`config.mk`:
```
export PLATFORM = sky130hd
export DESIGN_NAME = m6502_ctrl
export DESIGN_NICKNAME = d
export VERILOG_FILES = /design/src/rtl/m6502_pkg.sv /design/src/rtl/m6502_ctrl.sv
export SDC_FILE = /design/constraint.sdc
export NUM_CORES = 1
export LEC_CHECK = 0
export BUFFER_PORTS_ARGS = -buffer_cell sky130_fd_sc_hd__buf_2
export CAP_MARGIN = 30
export CORE_AREA = 2 2 76 78
export DETAILED_ROUTE_END_ITERATION = 7
export DIE_AREA = 0 0 78 80
export PLACE_DENSITY = 0.48
export REMOVE_ABC_BUFFERS = 1
export SLEW_MARGIN = 5
export SYNTH_ARGS = -nofsm -noshare
export SYNTH_HDL_FRONTEND = slang
export SYNTH_SLANG_ARGS = --single-unit
```
`constraint.sdc`:
```
create_clock -name clock -period 3.7 [get_ports clock]
set_input_delay 0.555 -clock clock [delete_from_list [all_inputs] [get_ports clock]]
set_output_delay 0.555 -clock clock [all_outputs]
set_load 0.1 [all_outputs]
```
`src/rtl/m6502_pkg.sv`:
```
`timescale 1ns / 1ps
// ----------------------------------------------------------------------------
// m6502_pkg
// Shared types, opcode codes and the instruction decoder of the 6502 subset.
// ----------------------------------------------------------------------------
package m6502_pkg;

   localparam int MEM_ADDR_BITS_DEF = 16;
   localparam int REQ_TDATA_W       = 32;
   localparam int RSP_TDATA_W       = 72;

   // transaction commands
   localparam logic [1:0] CMD_WRITE = 2'd0;
   localparam logic [1:0] CMD_READ  = 2'd1;
   localparam logic [1:0] CMD_START = 2'd2;
   localparam logic [1:0] CMD_EXEC  = 2'd3;

   localparam logic [15:0] VEC_LO_ADDR = 16'hFFFC;
   localparam logic [15:0] VEC_HI_ADDR = 16'hFFFD;
   localparam logic [7:0]  STACK_PAGE  = 8'h01;
   localparam logic [7:0]  SP_RESET    = 8'hFF;

   // opcodes
   localparam logic [7:0] OP_LDA_IMM = 8'hA9;
   localparam logic [7:0] OP_LDA_ZP  = 8'hA5;
   localparam logic [7:0] OP_LDA_ZPX = 8'hB5;
   localparam logic [7:0] OP_LDA_ABS = 8'hAD;
   localparam logic [7:0] OP_LDA_ABX = 8'hBD;
   localparam logic [7:0] OP_LDA_ABY = 8'hB9;
   localparam logic [7:0] OP_LDA_INX = 8'hA1;
   localparam logic [7:0] OP_LDA_INY = 8'hB1;
   localparam logic [7:0] OP_STA_ZP  = 8'h85;
   localparam logic [7:0] OP_STA_ZPX = 8'h95;
   localparam logic [7:0] OP_STA_ABS = 8'h8D;
   localparam logic [7:0] OP_STA_ABX = 8'h9D;
   localparam logic [7:0] OP_STA_ABY = 8'h99;
   localparam logic [7:0] OP_STA_INX = 8'h81;
   localparam logic [7:0] OP_STA_INY = 8'h91;
   localparam logic [7:0] OP_LDX_IMM = 8'hA2;
   localparam logic [7:0] OP_LDX_ZP  = 8'hA6;
   localparam logic [7:0] OP_LDY_IMM = 8'hA0;
   localparam logic [7:0] OP_TAX     = 8'hAA;
   localparam logic [7:0] OP_TXA     = 8'h8A;
   localparam logic [7:0] OP_INX     = 8'hE8;
   localparam logic [7:0] OP_DEX     = 8'hCA;
   localparam logic [7:0] OP_INC_ZP  = 8'hE6;
   localparam logic [7:0] OP_DEC_ZP  = 8'hC6;
   localparam logic [7:0] OP_AND_IMM = 8'h29;
   localparam logic [7:0] OP_ADC_IMM = 8'h69;
   localparam logic [7:0] OP_SBC_IMM = 8'hE9;
   localparam logic [7:0] OP_CMP_IMM = 8'hC9;
   localparam logic [7:0] OP_CMP_ZP  = 8'hC5;
   localparam logic [7:0] OP_CPX_ZP  = 8'hE4;
   localparam logic [7:0] OP_BIT_ZP  = 8'h24;
   localparam logic [7:0] OP_LSR_A   = 8'h4A;
   localparam logic [7:0] OP_CLC     = 8'h18;
   localparam logic [7:0] OP_SEC     = 8'h38;
   localparam logic [7:0] OP_JMP     = 8'h4C;
   localparam logic [7:0] OP_JSR     = 8'h20;
   localparam logic [7:0] OP_RTS     = 8'h60;
   localparam logic [7:0] OP_BEQ     = 8'hF0;
   localparam logic [7:0] OP_BNE     = 8'hD0;
   localparam logic [7:0] OP_BPL     = 8'h10;
   localparam logic [7:0] OP_BCS     = 8'hB0;
   localparam logic [7:0] OP_BCC     = 8'h90;
   localparam logic [7:0] OP_NOP     = 8'hEA;
   localparam logic [7:0] OP_BRK     = 8'h00;

   typedef enum logic [3:0] {
      MODE_IMP, MODE_IMM, MODE_ZP, MODE_ZPX, MODE_ABS, MODE_ABSX, MODE_ABSY,
      MODE_INDX, MODE_INDY, MODE_REL, MODE_JMP, MODE_JSR, MODE_RTS
   } mode_type;

   typedef enum logic [4:0] {
      ALU_NONE, ALU_LDA, ALU_STA, ALU_LDX, ALU_LDY, ALU_TAX, ALU_TXA, ALU_INX,
      ALU_DEX, ALU_INC, ALU_DEC, ALU_AND, ALU_ADC, ALU_SBC, ALU_CMP, ALU_CPX,
      ALU_BIT, ALU_LSR, ALU_CLC, ALU_SEC, ALU_BRK, ALU_BAD
   } alu_type;

   typedef enum logic [3:0] {
      ADDR_REQ, ADDR_PC, ADDR_PTR, ADDR_PTR1, ADDR_EA, ADDR_STK, ADDR_STK1,
      ADDR_VECLO, ADDR_VECHI
   } addr_src_type;

   typedef enum logic [1:0] {WSEL_REQ, WSEL_A, WSEL_RMW, WSEL_PCHI} wsel_type;
   typedef enum logic [1:0] {PC_EAQ, PC_EAQ1, PC_EA, PC_BR} pc_src_type;
   typedef enum logic [1:0] {IDX_NONE, IDX_X, IDX_Y} idx_type;

   typedef struct packed {
      mode_type mode;
      alu_type  alu;
   } decode_type;

   // commands from the sequencer to the datapath
   typedef struct packed {
      addr_src_type addr_src;
      logic         mem_we;
      wsel_type     wsel;
      logic         wr_pclo;
      logic         pc_inc;
      logic         pc_load;
      pc_src_type   pc_src;
      logic         sp_inc;
      logic         sp_dec;
      logic         ea_zp;
      logic         ea_zp_x;
      logic         ea_lo;
      logic         ea_hi;
      idx_type      ea_idx;
      logic         ptr_load;
      logic         ptr_add_x;
      logic         exec;
      logic         rdata_load;
      logic         start_load;
      logic         op_load;
      logic         req_load;
      logic         out_load;
   } cmd_type;

   // status from the datapath to the sequencer
   typedef struct packed {
      logic [1:0] command;
      logic [7:0] op;
      logic       halted;
      logic       fault;
   } stat_type;

   function automatic decode_type decode(input logic [7:0] op);
      decode_type d;
      unique case (op)
         OP_LDA_IMM: d = '{MODE_IMM,  ALU_LDA};
         OP_LDA_ZP:  d = '{MODE_ZP,   ALU_LDA};
         OP_LDA_ZPX: d = '{MODE_ZPX,  ALU_LDA};
         OP_LDA_ABS: d = '{MODE_ABS,  ALU_LDA};
         OP_LDA_ABX: d = '{MODE_ABSX, ALU_LDA};
         OP_LDA_ABY: d = '{MODE_ABSY, ALU_LDA};
         OP_LDA_INX: d = '{MODE_INDX, ALU_LDA};
         OP_LDA_INY: d = '{MODE_INDY, ALU_LDA};
         OP_STA_ZP:  d = '{MODE_ZP,   ALU_STA};
         OP_STA_ZPX: d = '{MODE_ZPX,  ALU_STA};
         OP_STA_ABS: d = '{MODE_ABS,  ALU_STA};
         OP_STA_ABX: d = '{MODE_ABSX, ALU_STA};
         OP_STA_ABY: d = '{MODE_ABSY, ALU_STA};
         OP_STA_INX: d = '{MODE_INDX, ALU_STA};
         OP_STA_INY: d = '{MODE_INDY, ALU_STA};
         OP_LDX_IMM: d = '{MODE_IMM,  ALU_LDX};
         OP_LDX_ZP:  d = '{MODE_ZP,   ALU_LDX};
         OP_LDY_IMM: d = '{MODE_IMM,  ALU_LDY};
         OP_TAX:     d = '{MODE_IMP,  ALU_TAX};
         OP_TXA:     d = '{MODE_IMP,  ALU_TXA};
         OP_INX:     d = '{MODE_IMP,  ALU_INX};
         OP_DEX:     d = '{MODE_IMP,  ALU_DEX};
         OP_INC_ZP:  d = '{MODE_ZP,   ALU_INC};
         OP_DEC_ZP:  d = '{MODE_ZP,   ALU_DEC};
         OP_AND_IMM: d = '{MODE_IMM,  ALU_AND};
         OP_ADC_IMM: d = '{MODE_IMM,  ALU_ADC};
         OP_SBC_IMM: d = '{MODE_IMM,  ALU_SBC};
         OP_CMP_IMM: d = '{MODE_IMM,  ALU_CMP};
         OP_CMP_ZP:  d = '{MODE_ZP,   ALU_CMP};
         OP_CPX_ZP:  d = '{MODE_ZP,   ALU_CPX};
         OP_BIT_ZP:  d = '{MODE_ZP,   ALU_BIT};
         OP_LSR_A:   d = '{MODE_IMP,  ALU_LSR};
         OP_CLC:     d = '{MODE_IMP,  ALU_CLC};
         OP_SEC:     d = '{MODE_IMP,  ALU_SEC};
         OP_JMP:     d = '{MODE_JMP,  ALU_NONE};
         OP_JSR:     d = '{MODE_JSR,  ALU_NONE};
         OP_RTS:     d = '{MODE_RTS,  ALU_NONE};
         OP_BEQ, OP_BNE, OP_BPL, OP_BCS, OP_BCC: d = '{MODE_REL, ALU_NONE};
         OP_NOP:     d = '{MODE_IMP,  ALU_NONE};
         OP_BRK:     d = '{MODE_IMP,  ALU_BRK};
         default:    d = '{MODE_IMP,  ALU_BAD};
      endcase
      return d;
   endfunction

endpackage

```
`src/rtl/m6502_ctrl.sv`:
```
`timescale 1ns / 1ps
// ----------------------------------------------------------------------------
// m6502_ctrl
// Sequencer that steps each transaction through its memory accesses.
// ----------------------------------------------------------------------------
module m6502_ctrl
   import m6502_pkg::*;
(
   input  logic     clock,
   input  logic     reset,
   input  logic     req_tvalid,
   output logic     req_tready,
   output logic     rsp_tvalid,
   input  logic     rsp_tready,
   input  stat_type stat,
   output cmd_type  cmd
);

   localparam logic [4:0] S_IDLE     = 5'd0;
   localparam logic [4:0] S_DISPATCH = 5'd1;
   localparam logic [4:0] S_RDATA    = 5'd2;
   localparam logic [4:0] S_VEC1     = 5'd3;
   localparam logic [4:0] S_VEC2     = 5'd4;
   localparam logic [4:0] S_OPC      = 5'd5;
   localparam logic [4:0] S_DEC      = 5'd6;
   localparam logic [4:0] S_OPR1     = 5'd7;
   localparam logic [4:0] S_OPR2     = 5'd8;
   localparam logic [4:0] S_JSR      = 5'd9;
   localparam logic [4:0] S_IND0     = 5'd10;
   localparam logic [4:0] S_IND1     = 5'd11;
   localparam logic [4:0] S_IND2     = 5'd12;
   localparam logic [4:0] S_EA       = 5'd13;
   localparam logic [4:0] S_MEM      = 5'd14;
   localparam logic [4:0] S_RTS1     = 5'd15;
   localparam logic [4:0] S_RTS2     = 5'd16;
   localparam logic [4:0] S_DONE     = 5'd17;

   logic [4:0] state_ff, state_in;
   logic       valid_ff, valid_in;
   logic       out_free;
   decode_type dec;

   assign dec        = decode(stat.op);
   assign out_free   = !valid_ff || rsp_tready;
   assign req_tready = (state_ff == S_IDLE);
   assign rsp_tvalid = valid_ff;

   // sequencer
   always_comb begin
      cmd      = '0;
      state_in = state_ff;
      unique case (state_ff)
         S_IDLE: begin
            if (req_tvalid) begin
               cmd.req_load = 1'b1;
               state_in     = S_DISPATCH;
            end
         end
         S_DISPATCH: begin
            unique case (stat.command)
               CMD_WRITE: begin
                  cmd.addr_src = ADDR_REQ;
                  cmd.mem_we   = 1'b1;
                  cmd.wsel     = WSEL_REQ;
                  state_in     = S_DONE;
               end
               CMD_READ: begin
                  cmd.addr_src = ADDR_REQ;
                  state_in     = S_RDATA;
               end
               CMD_START: begin
                  cmd.addr_src = ADDR_VECLO;
                  state_in     = S_VEC1;
               end
               default: begin
                  if (stat.halted || stat.fault) begin
                     state_in = S_DONE;
                  end else begin
                     cmd.addr_src = ADDR_PC;
                     cmd.pc_inc   = 1'b1;
                     state_in     = S_OPC;
                  end
               end
            endcase
         end
         S_RDATA: begin
            cmd.rdata_load = 1'b1;
            state_in       = S_DONE;
         end
         S_VEC1: begin
            cmd.ea_lo    = 1'b1;
            cmd.addr_src = ADDR_VECHI;
            state_in     = S_VEC2;
         end
         S_VEC2: begin
            cmd.pc_load    = 1'b1;
            cmd.pc_src     = PC_EAQ;
            cmd.start_load = 1'b1;
            state_in       = S_DONE;
         end
         S_OPC: begin
            cmd.op_load = 1'b1;
            state_in    = S_DEC;
         end
         S_DEC: begin
            unique case (dec.mode)
               MODE_IMP: begin
                  cmd.exec = 1'b1;
                  state_in = S_DONE;
               end
               MODE_RTS: begin
                  cmd.addr_src = ADDR_STK1;
                  cmd.sp_inc   = 1'b1;
                  state_in     = S_RTS1;
               end
               default: begin
                  cmd.addr_src = ADDR_PC;
                  cmd.pc_inc   = 1'b1;
                  state_in     = S_OPR1;
               end
            endcase
         end
         S_OPR1: begin
            unique case (dec.mode)
               MODE_IMM: begin
                  cmd.exec = 1'b1;
                  state_in = S_DONE;
               end
               MODE_REL: begin
                  cmd.pc_load = 1'b1;
                  cmd.pc_src  = PC_BR;
                  state_in    = S_DONE;
               end
               MODE_ZP, MODE_ZPX: begin
                  cmd.ea_zp   = 1'b1;
                  cmd.ea_zp_x = (dec.mode == MODE_ZPX);
                  state_in    = S_EA;
               end
               MODE_ABS, MODE_ABSX, MODE_ABSY, MODE_JMP, MODE_JSR: begin
                  cmd.ea_lo    = 1'b1;
                  cmd.addr_src = ADDR_PC;
                  cmd.pc_inc   = (dec.mode != MODE_JSR);
                  state_in     = S_OPR2;
               end
               MODE_INDX, MODE_INDY: begin
                  cmd.ptr_load  = 1'b1;
                  cmd.ptr_add_x = (dec.mode == MODE_INDX);
                  state_in      = S_IND0;
               end
               default: state_in = S_DONE;
            endcase
         end
         S_OPR2: begin
            unique case (dec.mode)
               MODE_JMP: begin
                  cmd.pc_load = 1'b1;
                  cmd.pc_src  = PC_EAQ;
                  state_in    = S_DONE;
               end
               MODE_JSR: begin
                  cmd.ea_hi    = 1'b1;
                  cmd.ea_idx   = IDX_NONE;
                  cmd.addr_src = ADDR_STK;
                  cmd.mem_we   = 1'b1;
                  cmd.wsel     = WSEL_PCHI;
                  cmd.sp_dec   = 1'b1;
                  state_in     = S_JSR;
               end
               default: begin
                  cmd.ea_hi  = 1'b1;
                  cmd.ea_idx = (dec.mode == MODE_ABSX) ? IDX_X :
                               (dec.mode == MODE_ABSY) ? IDX_Y : IDX_NONE;
                  state_in   = S_EA;
               end
            endcase
         end
         S_JSR: begin
            cmd.addr_src = ADDR_STK;
            cmd.mem_we   = 1'b1;
            cmd.wsel     = WSEL_PCHI;
            cmd.wr_pclo  = 1'b1;
            cmd.sp_dec   = 1'b1;
            cmd.pc_load  = 1'b1;
            cmd.pc_src   = PC_EA;
            state_in     = S_DONE;
         end
         S_IND0: begin
            cmd.addr_src = ADDR_PTR;
            state_in     = S_IND1;
         end
         S_IND1: begin
            cmd.ea_lo    = 1'b1;
            cmd.addr_src = ADDR_PTR1;
            state_in     = S_IND2;
         end
         S_IND2: begin
            cmd.ea_hi  = 1'b1;
            cmd.ea_idx = (dec.mode == MODE_INDY) ? IDX_Y : IDX_NONE;
            state_in   = S_EA;
         end
         S_EA: begin
            cmd.addr_src = ADDR_EA;
            if (dec.alu == ALU_STA) begin
               cmd.mem_we = 1'b1;
               cmd.wsel   = WSEL_A;
               state_in   = S_DONE;
            end else begin
               state_in = S_MEM;
            end
         end
         S_MEM: begin
            cmd.exec     = 1'b1;
            cmd.addr_src = ADDR_EA;
            cmd.wsel     = WSEL_RMW;
            cmd.mem_we   = (dec.alu == ALU_INC) || (dec.alu == ALU_DEC);
            state_in     = S_DONE;
         end
         S_RTS1: begin
            cmd.ea_lo    = 1'b1;
            cmd.addr_src = ADDR_STK1;
            cmd.sp_inc   = 1'b1;
            state_in     = S_RTS2;
         end
         S_RTS2: begin
            cmd.pc_load = 1'b1;
            cmd.pc_src  = PC_EAQ1;
            state_in    = S_DONE;
         end
         S_DONE: begin
            if (out_free) begin
               cmd.out_load = 1'b1;
               state_in     = S_IDLE;
            end
         end
         default: state_in = S_IDLE;
      endcase
   end

   // result valid
   always_comb begin
      valid_in = valid_ff;
      if (rsp_tready) valid_in = 1'b0;
      if (cmd.out_load) valid_in = 1'b1;
   end

   always_ff @(posedge clock) begin
      if (reset) begin
         state_ff <= S_IDLE;
         valid_ff <= 1'b0;
      end else begin
         state_ff <= state_in;
         valid_ff <= valid_in;
      end
   end

`ifndef SYNTH
   // an accepted transaction is always dispatched next
   a_accept_dispatch: assert property (@(posedge clock) disable iff (reset)
      req_tvalid && req_tready |=> state_ff == S_DISPATCH)
      else $error("accepted transaction not dispatched");

   // the result register is never overwritten while it still waits
   a_out_free: assert property (@(posedge clock) disable iff (reset)
      cmd.out_load |-> (!valid_ff || rsp_tready))
      else $error("result overwritten before it was taken");

   // no memory write while waiting for a transaction or a result slot
   a_no_idle_write: assert property (@(posedge clock) disable iff (reset)
      (state_ff == S_IDLE || state_ff == S_DONE) |-> !cmd.mem_we)
      else $error("memory write outside an active transaction");
`endif

endmodule

```
==> impl_metrics.yaml <==
sta:
  rsz0062_at_grt: "no"
  final-hold-violation-count: 0
  fin_crit_ns: 3.335
  setup-violations-final: 0
  slew_violations: 0
  final.setup_skew_ns: 0.002725
  max_slew_margin_pct: 58.07
  worst_pin_slew_ns: 0.6232
  finalCritPeriodShare_pct: 90.13
  fmax_ghz: 0.2999
  finalSetupTns_ns: 0
  whs_ns: 0.5725
clocking:
  cts_root_buf: "clkbuf_8"
  clk-insertion-delay-late_ns: 0.22
  clk_path_buf_depth: 2
  cts_buffers: 3
  clk_pin_slew_ns: 0.03
  hold_buffers: 0
  post-cts-setup-buffers: 0
  ctsResizeCount: 0
  cts_tree: "built"
  cts_htree_levels: 1
  clock-sinks: 6
placement:
  placed_area_sq_mm: 0.001829
  dp_hpwl_microns: 4234
  numPortBuffers: 45
  gp_congestion: 0.8453
  dp.cells: 345
min_path:
  hp-class: "flop to flop"
setup_path:
  critPathArrivalTime_ns: 2.78
  cp_cell_sequence: "buf_2, nand2b_1, nor3b_1, buf_4, a211o_1, nor2_1, o22ai_1, a311oi_1, buf_2"
  cp_slowest_cell: "buf_2"
  cpPeakStageDelay_ns: 0.49
  reg2reg_to: "state_ff[0]"
  reg2reg_depth: 5
  reg2reg_setup_slack_ns: 1.44
  path_depth: 9
  cp_common_cell: "buf_2"
  cp-startpoint: "stat[3]"
  critPathKind: "input pin to output pin"
  cp_max_fo: 14
  crit_required_ns: 3.14
  r2r-start: "state_ff[1]"
  start_kind: "input pin"
  path_buf_inv: 3
  crit_end: "cmd[11]"
  critPathCaptureType: "output pin"
  critPathTopFamily: "buffers and inverters"
cells_and_area:
  drive_above_1_share_pct: 24.28
  fin_cells: 348
  nFillCells: 620
  final_util_pct: 34.61
  area_delta_synth_final_pct: 17.90
  fin_nets: 299
  regArea_sq_um: 120.1
  final_area_sq_mm: 0.001871
  multi_input_area_sq_mm: 0.001304
  insertedDiodeCount: 0
synth:
  synth_compound_area_share_pct: 29.18
  synth-seq-area-share_pct: 7.571
  synth_xor_xnor_area_share_pct: 1.104
  synth_top_family_by_area: "simple AND/OR/NAND/NOR gates"
  syn_avg_cell_area_sq_um: 6.529
  async_flop_share_pct: 0
  synth_edf_count: 0
  ys_types: 64
  ys_warn_count: 0
  synthFlopType: "dfxtp_1"
  yosys-mux-area-fraction_pct: 0
  ys_ff_latch: 6
  synthCells: 243
  netlist_area_sq_mm: 0.001587
  synth_fa_ha_area_share_pct: 4.653
  synth_simple_gate_area_share_pct: 47.24
power:
  power_leakage_nw: 0.8568
  power.density_mw_per_mm2: 244.7
  peakVddDrop_v: 0.0001638
routing:
  viasPerCell: 5.583
  drt_iter0_markers: 130
  wl_per_cell_microns: 15.57
  drcViolationCount: 0
  vias: 1943
  detail_route.wirelength_microns: 5418
  postRouteAntennaNets: 0
  dr.pass1.iters: 4
grt:
  antenna_found_initial: 0
  grt_overflow: 0
  grt_util_all_layers_pct: 17.06
  grt_max_degree: 19
  grt_pass1_wl_microns: 8556
  grt_pass1_vias: 1748
die:
  io_pins: 46
  die_w_microns: 78
  die_h_microns: 80
  row_count: 27
  core-area_sq_mm: 0.005405
  initial_utilization_pct: 29.35
  dieArea_sq_mm: 0.006240
outcome:
  status: "finished clean"
job:
  cap_violations: 0
-- worst min path at each step --
| stage | startpoint | to | slack (ns) | cells past startpoint |
|---|---|---|---|---|
| floorplan | reset | rsp_tvalid | 0.62 | 1 |
| global placement | rsp_tvalid | rsp_tvalid | 0.56 | 2 |
| detailed placement | rsp_tvalid | rsp_tvalid | 0.57 | 2 |
| CTS | reset | state_ff[2] | 0.57 | 2 |
| global route | reset | state_ff[2] | 0.60 | 2 |
| finish | rsp_tvalid | rsp_tvalid | 0.57 | 2 |
-- cells by family after synthesis --
logic type,count (synthesis)
and+or+nand+nor,133
AOI/OAI and AO/OA,65
buffers and inverters,31
adders and majority gates,6
DFF,6
xor gates and xnor gates,2
-- final cells by class --
cell class                 count  area share, %
clock buffer                   3          2.207
sequential                     6          6.421
tap                           72          4.816
timing repair buffer          53          15.25
inverter                       8          1.605
multi-input combinational    206          69.70
-- worst min-delay path, stage by stage, from the launching register on --
cell and delay [ns]:
dfxtp_1 0.30, nand2b_1 0.13, a21oi_1 0.09
-- cells in the mapped netlist, types with 2 or more instances --
library cell  instances  area, sq um
a2111oi_0             4        35.03
a211o_1               3        26.28
a21oi_1               9        45.04
a31oi_1               5        31.28
and3_1                5        31.28
buf_2                10        50.05
buf_4                 2        15.01
buf_6                 2        22.52
clkbuf_1              7        26.28
dfxtp_1               6        120.1
ha_1                  5        62.56
inv_1                 8        30.03
nand2_1              22        82.58
nand2b_1             12        75.07
nand3_1              11        55.05
nor2_1               29        108.9
nor2b_1               6        37.54
nor3_1               14        70.07
nor3b_1               2        15.01
nor4_1                6        37.54
nor4b_1               2        17.52
nor4bb_1              2        20.02
o211ai_1              3        22.52
o21ai_0              16        80.08
o21ai_1               2        10.01
o32a_1                2        20.02
o32ai_1               2        17.52
or2_2                 2        12.51
or3_1                 7        43.79
or4_1                 2        15.01
xor2_1                2        17.52
-- sequential cells by signal (all words and copies together) (netlist names) --
register / cells
state_ff: 5
rsp_tvalid: 1
-- power by group --
group          leakage [nW]  switching [mW]  internal [mW]
logic                 0.786           0.204         0.0692
clock network        0.0216          0.0267         0.0697
registers            0.0489          0.0173         0.0707
-- cell usage in the layout (no fill, tap or decap), types with 2 or more instances in the layout --
cell type	n
ha_1	5
buf_2	45
or2_2	2
inv_1	8
o32a_1	2
nand2_1	22
o32ai_1	2
dfxtp_1	6
nor2_1	29
a31oi_1	5
or3_1	7
and3_1	5
nor4_1	6
clkbuf_8	3
nor4b_1	2
buf_4	8
nand2b_1	12
nor3_1	14
nor3b_1	2
o21ai_0	16
nor4bb_1	2
xor2_1	2
a211o_1	3
nor2b_1	6
nand3_1	11
a2111oi_0	4
o211ai_1	3
a21oi_1	9
o21ai_1	2
or4_1	2
-- per-stage QoR --
stage | total power [mW] | setup slack (ns)
after global routing | 0.4860 | 0.1703
final | 0.4577 | 0.3651
after CTS | 0.4594 | 0.3764
after detailed placement | 0.3609 | 0.3774
after floorplan | 0.2861 | -1.056
after global placement | 0.3617 | 0.3807
-- per-layer routing --
layer  wire length, microns  global-route usage (%)  share of wire, %  up-vias
li1                       -                       -                 -      969
met1                   2462                   21.89                45      897
met2                   2636                   30.60                49       75
met3                    296                   2.489               5.5        2
met4                     23                   2.807              0.42        0
met5                      0                       0                 0        -
Note: power is estimated with default switching activity, not from simulation.
